--- src/hdl/isadma_pkg.sv ---
// Shared types, codes and constants for the ISA DMA channel program sequencer.
package isadma_pkg;

   // Command codes on the request channel
   localparam logic [1:0] CMD_PREPARE = 2'd0;
   localparam logic [1:0] CMD_MASK    = 2'd1;
   localparam logic [1:0] CMD_UNMASK  = 2'd2;

   // 8237 register ports
   localparam logic [7:0] MASK_PORT     = 8'h0A;
   localparam logic [7:0] MODE_PORT     = 8'h0B;
   localparam logic [7:0] FLIPFLOP_PORT = 8'h0C;

   // Mode and mask bits
   localparam logic [7:0] MODE_SINGLE     = 8'h40;
   localparam logic [7:0] MODE_DEV_TO_MEM = 8'h04;
   localparam logic [7:0] MODE_MEM_TO_DEV = 8'h08;
   localparam logic [7:0] MASK_SET_BIT    = 8'h04;

   // Transfer limits
   localparam logic [31:0] MAX_LEN  = 32'h0001_0000;
   localparam logic [16:0] BOUNDARY = 17'h1_0000;

   // Queue depth between front and back
   localparam int QUEUE_DEPTH_DEFAULT = 4;

   typedef struct packed {
      logic [1:0]  command;
      logic [2:0]  channel;
      logic [31:0] phys_addr;
      logic [31:0] xfer_length;
      logic        to_memory;
   } req_type;

   typedef struct packed {
      logic       write_valid;
      logic [7:0] port;
      logic [7:0] wdata;
      logic       accepted;
      logic       last_write;
   } rsp_type;

   typedef enum logic [1:0] {
      KIND_REJECT  = 2'd0,
      KIND_MASK    = 2'd1,
      KIND_UNMASK  = 2'd2,
      KIND_PREPARE = 2'd3
   } kind_type;

   // Classified command as it waits in the queue
   typedef struct packed {
      kind_type    kind;
      logic [1:0]  channel;
      logic [23:0] addr;
      logic [15:0] count;
      logic        to_memory;
   } desc_type;

   // Page register port of each 8-bit channel
   function automatic logic [7:0] page_port(input logic [1:0] ch);
      logic [7:0] p;
      case (ch)
         2'd0:    p = 8'h87;
         2'd1:    p = 8'h83;
         2'd2:    p = 8'h81;
         default: p = 8'h82;
      endcase
      return p;
   endfunction

endpackage

--- src/hdl/isadma_front.sv ---
// Front end: check a command and classify it into a queue descriptor.
module isadma_front (
   input  isadma_pkg::req_type  req,
   output isadma_pkg::desc_type desc
);
   import isadma_pkg::*;

   logic        ch_ok;
   logic        len_ok;
   logic        addr_ok;
   logic [16:0] end_offset;
   logic        bound_ok;
   logic        xfer_ok;
   kind_type    kind;

   assign ch_ok      = ~req.channel[2];
   assign len_ok     = (req.xfer_length != 32'd0) && (req.xfer_length <= MAX_LEN);
   assign addr_ok    = (req.phys_addr[31:24] == 8'd0);
   // end of the transfer within its 64 KiB page; only meaningful when len_ok
   assign end_offset = {1'b0, req.phys_addr[15:0]} + req.xfer_length[16:0];
   assign bound_ok   = (end_offset <= BOUNDARY);
   assign xfer_ok    = len_ok && addr_ok && bound_ok;

   always_comb begin
      unique case (req.command)
         CMD_PREPARE: kind = (ch_ok && xfer_ok) ? KIND_PREPARE : KIND_REJECT;
         CMD_MASK:    kind = ch_ok ? KIND_MASK : KIND_REJECT;
         CMD_UNMASK:  kind = ch_ok ? KIND_UNMASK : KIND_REJECT;
         default:     kind = KIND_REJECT;
      endcase
   end

   assign desc.kind      = kind;
   assign desc.channel   = req.channel[1:0];
   assign desc.addr      = req.phys_addr[23:0];
   assign desc.count     = req.xfer_length[15:0] - 16'd1;
   assign desc.to_memory = req.to_memory;

endmodule

--- src/hdl/isadma_queue.sv ---
// Descriptor queue that decouples the front end from the write sequencer.
module isadma_queue #(
   parameter int DEPTH = isadma_pkg::QUEUE_DEPTH_DEFAULT
) (
   input  logic                 clock,
   input  logic                 reset,
   input  logic                 push,
   input  isadma_pkg::desc_type push_desc,
   output logic                 full,
   input  logic                 pop,
   output logic                 head_valid,
   output isadma_pkg::desc_type head_desc
);
   import isadma_pkg::*;

   localparam int PW = (DEPTH > 1) ? $clog2(DEPTH) : 1;
   localparam int CW = $clog2(DEPTH + 1);
   localparam logic [PW-1:0] LAST_SLOT = PW'(DEPTH - 1);
   localparam logic [CW-1:0] FULL_COUNT = CW'(DEPTH);

   desc_type      slot_ff [DEPTH];
   logic [PW-1:0] wr_ptr_ff, wr_ptr_in;
   logic [PW-1:0] rd_ptr_ff, rd_ptr_in;
   logic [CW-1:0] count_ff, count_in;

   assign full       = (count_ff == FULL_COUNT);
   assign head_valid = (count_ff != '0);
   assign head_desc  = slot_ff[rd_ptr_ff];

   always_comb begin
      wr_ptr_in = wr_ptr_ff;
      rd_ptr_in = rd_ptr_ff;
      count_in  = count_ff;
      if (push) begin
         wr_ptr_in = (wr_ptr_ff == LAST_SLOT) ? '0 : wr_ptr_ff + PW'(1);
      end
      if (pop) begin
         rd_ptr_in = (rd_ptr_ff == LAST_SLOT) ? '0 : rd_ptr_ff + PW'(1);
      end
      if (push && !pop) begin
         count_in = count_ff + CW'(1);
      end else if (pop && !push) begin
         count_in = count_ff - CW'(1);
      end
   end

   always_ff @(posedge clock) begin
      if (reset) begin
         wr_ptr_ff <= '0;
         rd_ptr_ff <= '0;
         count_ff  <= '0;
      end else begin
         wr_ptr_ff <= wr_ptr_in;
         rd_ptr_ff <= rd_ptr_in;
         count_ff  <= count_in;
      end
   end

   always_ff @(posedge clock) begin
      if (push) begin
         slot_ff[wr_ptr_ff] <= push_desc;
      end
   end

   a_no_overflow: assert property (@(posedge clock) disable iff (reset)
      push |-> (!full || pop))
      else $error("queue push while full");

   a_no_underflow: assert property (@(posedge clock) disable iff (reset)
      pop |-> head_valid)
      else $error("queue pop while empty");

   a_count_bound: assert property (@(posedge clock) disable iff (reset)
      count_ff <= FULL_COUNT)
      else $error("queue count beyond depth");

endmodule

--- src/hdl/isadma_back.sv ---
// Back end: step through the port writes of the head descriptor into an output register.
module isadma_back (
   input  logic                 clock,
   input  logic                 reset,
   input  logic                 head_valid,
   input  isadma_pkg::desc_type head_desc,
   output logic                 pop,
   output logic                 rsp_valid,
   input  logic                 rsp_stall,
   output isadma_pkg::rsp_type  rsp_data
);
   import isadma_pkg::*;

   typedef enum logic [9:0] {
      STEP_MASK     = 10'b00_0000_0001,
      STEP_CLEAR_A  = 10'b00_0000_0010,
      STEP_MODE     = 10'b00_0000_0100,
      STEP_ADDR_LO  = 10'b00_0000_1000,
      STEP_ADDR_HI  = 10'b00_0001_0000,
      STEP_PAGE     = 10'b00_0010_0000,
      STEP_CLEAR_B  = 10'b00_0100_0000,
      STEP_COUNT_LO = 10'b00_1000_0000,
      STEP_COUNT_HI = 10'b01_0000_0000,
      STEP_UNMASK   = 10'b10_0000_0000
   } step_type;

   step_type   step_ff, step_in;
   logic       rsp_valid_ff, rsp_valid_in;
   rsp_type    rsp_ff;
   rsp_type    cur;
   logic       load;
   logic       fire;
   logic [7:0] ch8;
   logic [7:0] aport;
   logic [7:0] cport;
   logic [7:0] mode;
   logic [7:0] mask_on;
   step_type   next_step;

   assign ch8     = {6'd0, head_desc.channel};
   assign aport   = {5'd0, head_desc.channel, 1'b0};
   assign cport   = {5'd0, head_desc.channel, 1'b1};
   assign mask_on = MASK_SET_BIT | ch8;
   assign mode    = MODE_SINGLE | (head_desc.to_memory ? MODE_DEV_TO_MEM : MODE_MEM_TO_DEV)
                    | ch8;

   // Output register takes a new write when empty or when its write leaves
   assign load = !rsp_valid_ff || !rsp_stall;
   assign fire = load && head_valid;

   always_comb begin
      cur.write_valid = 1'b1;
      cur.accepted    = 1'b1;
      cur.last_write  = 1'b0;
      cur.port        = MASK_PORT;
      cur.wdata       = mask_on;
      next_step       = STEP_MASK;
      unique case (step_ff)
         STEP_MASK: begin
            next_step = STEP_CLEAR_A;
            if (head_desc.kind == KIND_REJECT) begin
               cur.write_valid = 1'b0;
               cur.accepted    = 1'b0;
               cur.last_write  = 1'b1;
               cur.port        = 8'd0;
               cur.wdata       = 8'd0;
               next_step       = STEP_MASK;
            end else if (head_desc.kind == KIND_UNMASK) begin
               cur.wdata      = ch8;
               cur.last_write = 1'b1;
               next_step      = STEP_MASK;
            end else if (head_desc.kind == KIND_MASK) begin
               cur.last_write = 1'b1;
               next_step      = STEP_MASK;
            end
         end
         STEP_CLEAR_A: begin
            cur.port  = FLIPFLOP_PORT;
            cur.wdata = 8'd0;
            next_step = STEP_MODE;
         end
         STEP_MODE: begin
            cur.port  = MODE_PORT;
            cur.wdata = mode;
            next_step = STEP_ADDR_LO;
         end
         STEP_ADDR_LO: begin
            cur.port  = aport;
            cur.wdata = head_desc.addr[7:0];
            next_step = STEP_ADDR_HI;
         end
         STEP_ADDR_HI: begin
            cur.port  = aport;
            cur.wdata = head_desc.addr[15:8];
            next_step = STEP_PAGE;
         end
         STEP_PAGE: begin
            cur.port  = page_port(head_desc.channel);
            cur.wdata = head_desc.addr[23:16];
            next_step = STEP_CLEAR_B;
         end
         STEP_CLEAR_B: begin
            cur.port  = FLIPFLOP_PORT;
            cur.wdata = 8'd0;
            next_step = STEP_COUNT_LO;
         end
         STEP_COUNT_LO: begin
            cur.port  = cport;
            cur.wdata = head_desc.count[7:0];
            next_step = STEP_COUNT_HI;
         end
         STEP_COUNT_HI: begin
            cur.port  = cport;
            cur.wdata = head_desc.count[15:8];
            next_step = STEP_UNMASK;
         end
         STEP_UNMASK: begin
            cur.wdata      = ch8;
            cur.last_write = 1'b1;
            next_step      = STEP_MASK;
         end
         default: begin
            next_step = STEP_MASK;
         end
      endcase
   end

   assign pop          = fire && cur.last_write;
   assign step_in      = fire ? next_step : step_ff;
   assign rsp_valid_in = load ? head_valid : rsp_valid_ff;

   always_ff @(posedge clock) begin
      if (reset) begin
         step_ff      <= STEP_MASK;
         rsp_valid_ff <= 1'b0;
      end else begin
         step_ff      <= step_in;
         rsp_valid_ff <= rsp_valid_in;
      end
   end

   always_ff @(posedge clock) begin
      if (fire) begin
         rsp_ff <= cur;
      end
   end

   assign rsp_valid = rsp_valid_ff;
   assign rsp_data  = rsp_ff;

   a_mid_has_head: assert property (@(posedge clock) disable iff (reset)
      (step_ff != STEP_MASK) |-> (head_valid && head_desc.kind == KIND_PREPARE))
      else $error("sequence in progress without a prepare descriptor");

   a_nonlast_accepted: assert property (@(posedge clock) disable iff (reset)
      (rsp_valid_ff && !rsp_ff.last_write) |-> (rsp_ff.accepted && rsp_ff.write_valid))
      else $error("non-final result not an accepted write");

   a_reject_is_last: assert property (@(posedge clock) disable iff (reset)
      (rsp_valid_ff && !rsp_ff.accepted) |-> (rsp_ff.last_write && !rsp_ff.write_valid))
      else $error("rejected result carries a write or is not final");

endmodule

--- src/hdl/isa_dma_channel_program_sequencer.sv ---
// Top level of the ISA DMA channel program sequencer.
//
// Each request transaction is a command (prepare, mask, unmask) for an 8-bit 8237 channel
// 0..3; the block answers with the byte-port writes that program the channel, one response
// transaction per cycle while not stalled, the final one flagged by last_write. A prepare
// that passes its checks (channel below 4, length 1..65536, address below 16 MiB, no
// 64 KiB crossing) gives ten writes: mask, flip-flop clear, mode, address low/high, page,
// flip-flop clear, count low/high (length - 1), unmask. Mask and unmask give one write to
// port 0x0A. Any rejected command gives a single response with write_valid and accepted
// low. The front end checks and classifies a request in the cycle it arrives and pushes
// it into a QUEUE_DEPTH-entry queue; it takes one request per cycle while the queue has
// room. The back-end sequencer emits one write per cycle into the response register
// unless the output stalls, so a prepare holds it for ten writes and any other command
// for one. A request passes through the queue and then the response register. There are
// no configuration registers; state is the queue, step register and response register.
module isa_dma_channel_program_sequencer #(
   parameter int QUEUE_DEPTH = isadma_pkg::QUEUE_DEPTH_DEFAULT
) (
   input  logic                clock,
   input  logic                reset,
   input  logic                req_valid,
   output logic                req_stall,
   input  isadma_pkg::req_type req_data,
   output logic                rsp_valid,
   input  logic                rsp_stall,
   output isadma_pkg::rsp_type rsp_data
);
   import isadma_pkg::*;

   desc_type new_desc;
   desc_type head_desc;
   logic     queue_full;
   logic     head_valid;
   logic     push;
   logic     pop;

   // Classify the incoming command
   isadma_front u_front (
      .req  (req_data),
      .desc (new_desc)
   );

   // Hold off requests only while the queue is full
   assign req_stall = queue_full;
   assign push      = req_valid && !queue_full;

   isadma_queue #(
      .DEPTH (QUEUE_DEPTH)
   ) u_queue (
      .clock      (clock),
      .reset      (reset),
      .push       (push),
      .push_desc  (new_desc),
      .full       (queue_full),
      .pop        (pop),
      .head_valid (head_valid),
      .head_desc  (head_desc)
   );

   // Expand the head descriptor into port writes
   isadma_back u_back (
      .clock      (clock),
      .reset      (reset),
      .head_valid (head_valid),
      .head_desc  (head_desc),
      .pop        (pop),
      .rsp_valid  (rsp_valid),
      .rsp_stall  (rsp_stall),
      .rsp_data   (rsp_data)
   );

endmodule

--- config.mk ---
export PLATFORM = sky130hd
export DESIGN_NAME = isa_dma_channel_program_sequencer
export DESIGN_NICKNAME = d
export VERILOG_FILES = /design/src/hdl/isadma_pkg.sv /design/src/hdl/isadma_front.sv /design/src/hdl/isadma_queue.sv /design/src/hdl/isadma_back.sv /design/src/hdl/isa_dma_channel_program_sequencer.sv
export SDC_FILE = /design/constraint.sdc
export NUM_CORES = 1
export LEC_CHECK = 0
export BUFFER_PORTS_ARGS = -buffer_cell sky130_fd_sc_hd__buf_2
export CORE_MARGIN = 5
export CORE_UTILIZATION = 50
export CTS_CLUSTER_SIZE = 30
export DETAILED_ROUTE_END_ITERATION = 6
export PLACE_DENSITY = 0.69
export SLEW_MARGIN = 40
export SYNTH_ARGS = -nofsm -noshare
export SYNTH_HDL_FRONTEND = slang
export SYNTH_SLANG_ARGS = --single-unit
--- constraint.sdc ---
create_clock -name clock -period 10.45 [get_ports clock]
set_input_delay 2.09 -clock clock [delete_from_list [all_inputs] [get_ports clock]]
set_output_delay 2.09 -clock clock [all_outputs]
set_load 0.01 [all_outputs]
# Yosys cells after proc, flatten, opt, wreduce, memory -nomap -nowiden
# Memories as Yosys holds them, arrays and structs flattened. A register that Yosys moved wholly into a read port is not among the register bits.
# Index checks and enable logic that the tools add are counted.
# op_classes
add_sub_neg,6
order_cmp,2
n_eq_ne,19
mux,28
bitwise_logic,2
n_reduce_logical,25
# op_table
cell,count
10-bit one-hot mux with 9 select lines,1
8-bit one-hot mux with 9 select lines,1
8-bit one-hot mux with 6 select lines,1
32-bit by 17-bit <= comparator with 1-bit output (second input constant),1
32-bit nonzero test,1
10-bit 2-to-1 mux,2
16-bit by 17-bit adder with 17-bit output,1
17-bit <= comparator (second input constant),1
16-bit by 1-bit subtractor with 16-bit output (second input constant),1
2-bit 2-to-1 mux,7
10-bit by 1-bit equality test with 1-bit output (second input constant),1
10-bit equality test (second input constant),1
10-bit by 2-bit equality test with 1-bit output (second input constant),1
10-bit by 3-bit equality test with 1-bit output (second input constant),1
10-bit by 4-bit equality test with 1-bit output (second input constant),1
10-bit by 5-bit equality test with 1-bit output (second input constant),1
10-bit by 6-bit equality test with 1-bit output (second input constant),1
10-bit by 7-bit equality test with 1-bit output (second input constant),1
10-bit by 8-bit equality test with 1-bit output (second input constant),1
10-bit by 9-bit equality test with 1-bit output (second input constant),1
2-bit equality test (second input constant),5
1-bit logical AND,9
3-bit 2-to-1 mux,3
9-bit 2-to-1 mux,1
other kinds (20),37
# word_totals
reg_bits,37
ramBits,180
in_bits,74
output_inout_bits,21
memories,1
# mem_list
memory,depth,word_bits,read_ports,rd_clocked_by_memory_dff,wr,line,rtl
u_queue.slot_ff,4,45,1,1,1,isadma_queue.sv:21,desc_type slot_ff [DEPTH];

# Depth between registers and ports, before layout
# logic_depth
depth_word,9
mapped_depth,12
depth_no_buf,12

# By module
# Synthesis repeated with hierarchy kept, for this count alone.
# unflattened
cells_unflattened,685
area_unflattened_um2,10294.9
# by_module_without_submodules
module,instances,cells_each,area_each_um2,seq_area_each_um2
isadma_queue,1,279,6995.5,5585.4
isadma_back,1,184,1646.6,670.6
isadma_front,1,221,1639.1,0.0
isa_dma_channel_program_sequencer,1,1,13.8,0.0

# Least setup slack after synthesis
# No wires, ideal clock.
# synth_timing
path_kind,in2reg
start,input req_data[1] (netlist name)
end,"memory u_queue.slot_ff[0][43] (netlist name), data pin"
setup_time_ns,0.225
arrival_time_ns,4.545
required_ns,10.225
slack_ns,5.679
cell_stages,10
cell_sequence,ha_1 > fa_1 > a21oi_1 > o21ai_1 > a21oi_1 > or4_1 > nand3_1 > or4_1 > a2111o_1 > a311oi_1
# synth_lines
element,line,rtl
from (decl),isa_dma_channel_program_sequencer.sv:23,"input isadma_pkg::req_type req_data,"
to (decl),isadma_queue.sv:21,

==> metrics.md <==
| Metric | Value |
|---|---|
| Final worst clock skew | `0.01236 ns` |
| RD Place Congestion | `0.8876` |
| WL per Instance | `21.77 µm` |
| Syn_area_per_cell | `15.26 µm²` |
| Cts repair resizes | `0` |
| H-tree levels | `1` |
| CP required | `10.67 ns` |
| Period minus WS final | `4.846 ns` |
| # clock sinks | `215` |
| Post-synth EDFFs | `195` |
| Placed cell area | `0.01038 mm²` |
| Leakage | `0.003889 µW` |
| Placed instance count | `966` |
| Max Clock Freq | `0.2064 GHz` |
| Row cnt | `50` |
| Final count of hold timing violations | `0` |
| Setup_tns | `0 ns` |
| Final non-filler cell total | `1,007` |
| Worst Hold Class | `flip-flop to flip-flop` |
| Critical path, cell by cell | `buf_2, ha_1, fa_1, a21oi_1, o21ai_1, a21oi_1, or4_1, nand3_1, or4_1, a2111o_1, a311oi_1` |
| Via-per-instance ratio | `5.849` |
| CP Buf/Inv Count | `1` |
| Final hold slack | `0.4839 ns` |
| Hold path depth | `2` |
| Ys Warns | `0` |
| Slew headroom | `51.12%` |
| Post-synthesis cell type count | `67` |
| Main synth FF type | `edfxtp_1` |
| Worst skew pair latency | `0.49 ns` |
| Mapped Cells | `633` |
| Final worst-path cycle share | `46.37%` |
| Flops & latches, synth | `215` |
| Critical path's top delay family | `compound AO/OA/AOI/OAI gates` |
| R2R cell count | `11` |
| Number of hold buffers added after CTS | `0` |
| Vias in the first global route | `6,221` |
| GRT Overall Usage | `19.88%` |
| Crit-path max cell delay | `0.51 ns` |
| Setup crit start kind | `primary input` |
| Ports | `95` |
| Core Area | `0.01889 mm²` |
| Setup violators final | `0` |
| Clock transition at path regs | `0.06 ns` |
| CP Depth | `11` |
| R2R setup slack | `7.40 ns` |
| First-pass GRT wire length | `34,180 µm` |
| Post-CTS setup buffer count | `0` |
| Synth top area share | `60.61%` |
| Vias post-DR | `5,890` |
| Nets | `831` |
| Initial antenna violation count | `1` |
| CTS Buffer Depth | `3` |
| Layout fillers | `1,481` |
| Power density cells | `224.3 mW/mm²` |
| Crit path max fanout | `4` |
| Design Area, Final | `0.01112 mm²` |
| Die ar. | `0.02220 mm²` |
| Slew @ Worst Pin | `0.7332 ns` |
| Register area share after synthesis | `64.75%` |
| Largest net degree at the start of global routing | `46` |
| Synth area leaders | `edfxtp_1, mux4_2, dfxtp_1` |
| Initial DRT Pass Iterations | `5` |
| GR Overflow Total | `0` |
| Maximum VDD drop | `0.0001170 V` |
| Drt total wl | `21,920 µm` |
| # diodes | `0` |
| Layout cells sized above 1 | `26.37%` |
| Clk root buf | `clkbuf_16` |
| Final Slew Violations | `0` |
| Ys async rst share | `0%` |
| Commonest non-fill, non-tap cells in the layout | `edfxtp_1, buf_2, nand2_1, mux4_2, nor2_1` |
| TritonCTS clock tree | `yes` |
| CTS Buf Count | `23` |
| Die H | `149.0 µm` |
| CP arrival | `5.06 ns` |
| Routed Antenna Nets | `0` |
| Area Growth Syn to Fin | `15.14%` |
| CP Capture Type | `flip-flop` |
| # port buffers | `91` |
| Iter 0 DRT Violations | `371` |
| Commonest non-fill, non-tap cell in the layout | `edfxtp_1` |
| HPWL after detailed placement | `14,890 µm` |
| Area leader, netlist | `edfxtp_1` |
| Outcome | `complete, no violations` |
| Initial Utilization | `51.14%` |
| Synthesized area | `0.009662 mm²` |
| Slowest-stage cell, CP | `a311oi_1` |
| Max_cap viols | `0` |
| WS Path Type | `primary input to flip-flop` |
| Die W | `149.0 µm` |
| RSZ-0062 raised after global routing | `no` |
| DRC Markers | `0` |
==> sequential cells by signal (all words and copies together), names as in the netlist, named ones only <==
| register | count |
|---|---|
| u_queue.rd_ptr_ff | 2 |
| u_queue.count_ff | 3 |
| u_queue.slot_ff | 180 |
| u_back.rsp_data | 15 |
| u_back.rsp_valid | 1 |
| u_queue.wr_ptr_ff | 2 |
| u_back.step_ff | 10 |
==> synth_stat cells, types with 2 or more instances <==
library cell and count:
edfxtp_1 195, nand2_1 48, mux4_2 45, nor2_1 33, a21oi_1 28, ha_1 24, dfxtp_1 20, nand3_1 19
clkbuf_1 17, nor2b_1 17, inv_1 12, nor3_1 12, xor2_1 12, o21ai_0 11, nor4_1 9, a22oi_1 8
xnor2_1 8, a21o_1 7, mux2i_1 7, a221oi_1 6, a21oi_2 5, and2_1 5, nand2b_1 5, nand4_1 5
and4b_1 4, buf_4 4, nand4b_1 4, o21a_1 4, or3_1 4, buf_2 3, o211ai_1 3, o22ai_1 3
o311ai_0 3, or4_1 3, a211oi_1 2, a311oi_1 2, a31oi_1 2, and3_1 2, buf_1 2, fa_1 2
nand3b_1 2
==> layout make-up <==
| type | count | area, µm² | area share [%] |
|---|---|---|---|
| well taps | 260 | 325.3 | 2.924 |
| multi-input cells | 381 | 3246 | 29.18 |
| flip-flops and latches | 215 | 6259 | 56.26 |
| repair buffers | 98 | 508.0 | 4.566 |
| inverters | 12 | 45.04 | 0.4049 |
| clock inverters | 15 | 155.1 | 1.395 |
| clock buffers | 26 | 586.8 | 5.275 |
==> where the power goes <==
| part | switching (µW) | internal [µW] |
|---|---|---|
| registers | 51.3 | 1070 |
| logic | 330 | 262 |
| clock network | 308 | 477 |
| total | 690 | 1810 |
==> final timing paths <==
path | from | end
min reg2reg | u_back.rsp_valid | u_back.rsp_valid
max reg2reg | flip-flop | u_queue.count_ff[2]
max | req_data[1] | u_queue.slot_ff[1][44]
min | u_back.rsp_valid | u_back.rsp_valid
==> worst min-delay path: stages, from the launching register on <==
cell	delay [ns]
dfxtp_1	0.32
nand2_1	0.07
a21oi_1	0.05
==> layer usage <==
metal / track usage [%] / share of wire (%)
met1: 25.83 / 41
met2: 34.83 / 51
met3: 2.249 / 4.7
met4: 7.002 / 3.2
met5: 0 / 0.032
==> per-stage QoR <==
step	worst slack, ns	power (µW)	utilization, %
global route	5.396	2617	58.88
CTS	5.669	2522	58.88
floorplan	5.679	1551	-
finish	5.604	2495	58.88
detailed placement	5.157	1733	54.95
global placement	5.277	1716	54.95
==> logic make-up after synthesis <==
kind of cell / after synthesis / share of synthesized area, %
flops: 215 / 64.75
simple gates: 183 / 10.02
compound gates: 96 / 6.734
mux: 53 / 11.33
buf+inv: 39 / 1.787
fa+ha+maj: 26 / 3.522
xor+xnor: 20 / 1.813
other cells: 1 / 0.03881
Note: power is estimated with default switching activity, not from simulation.
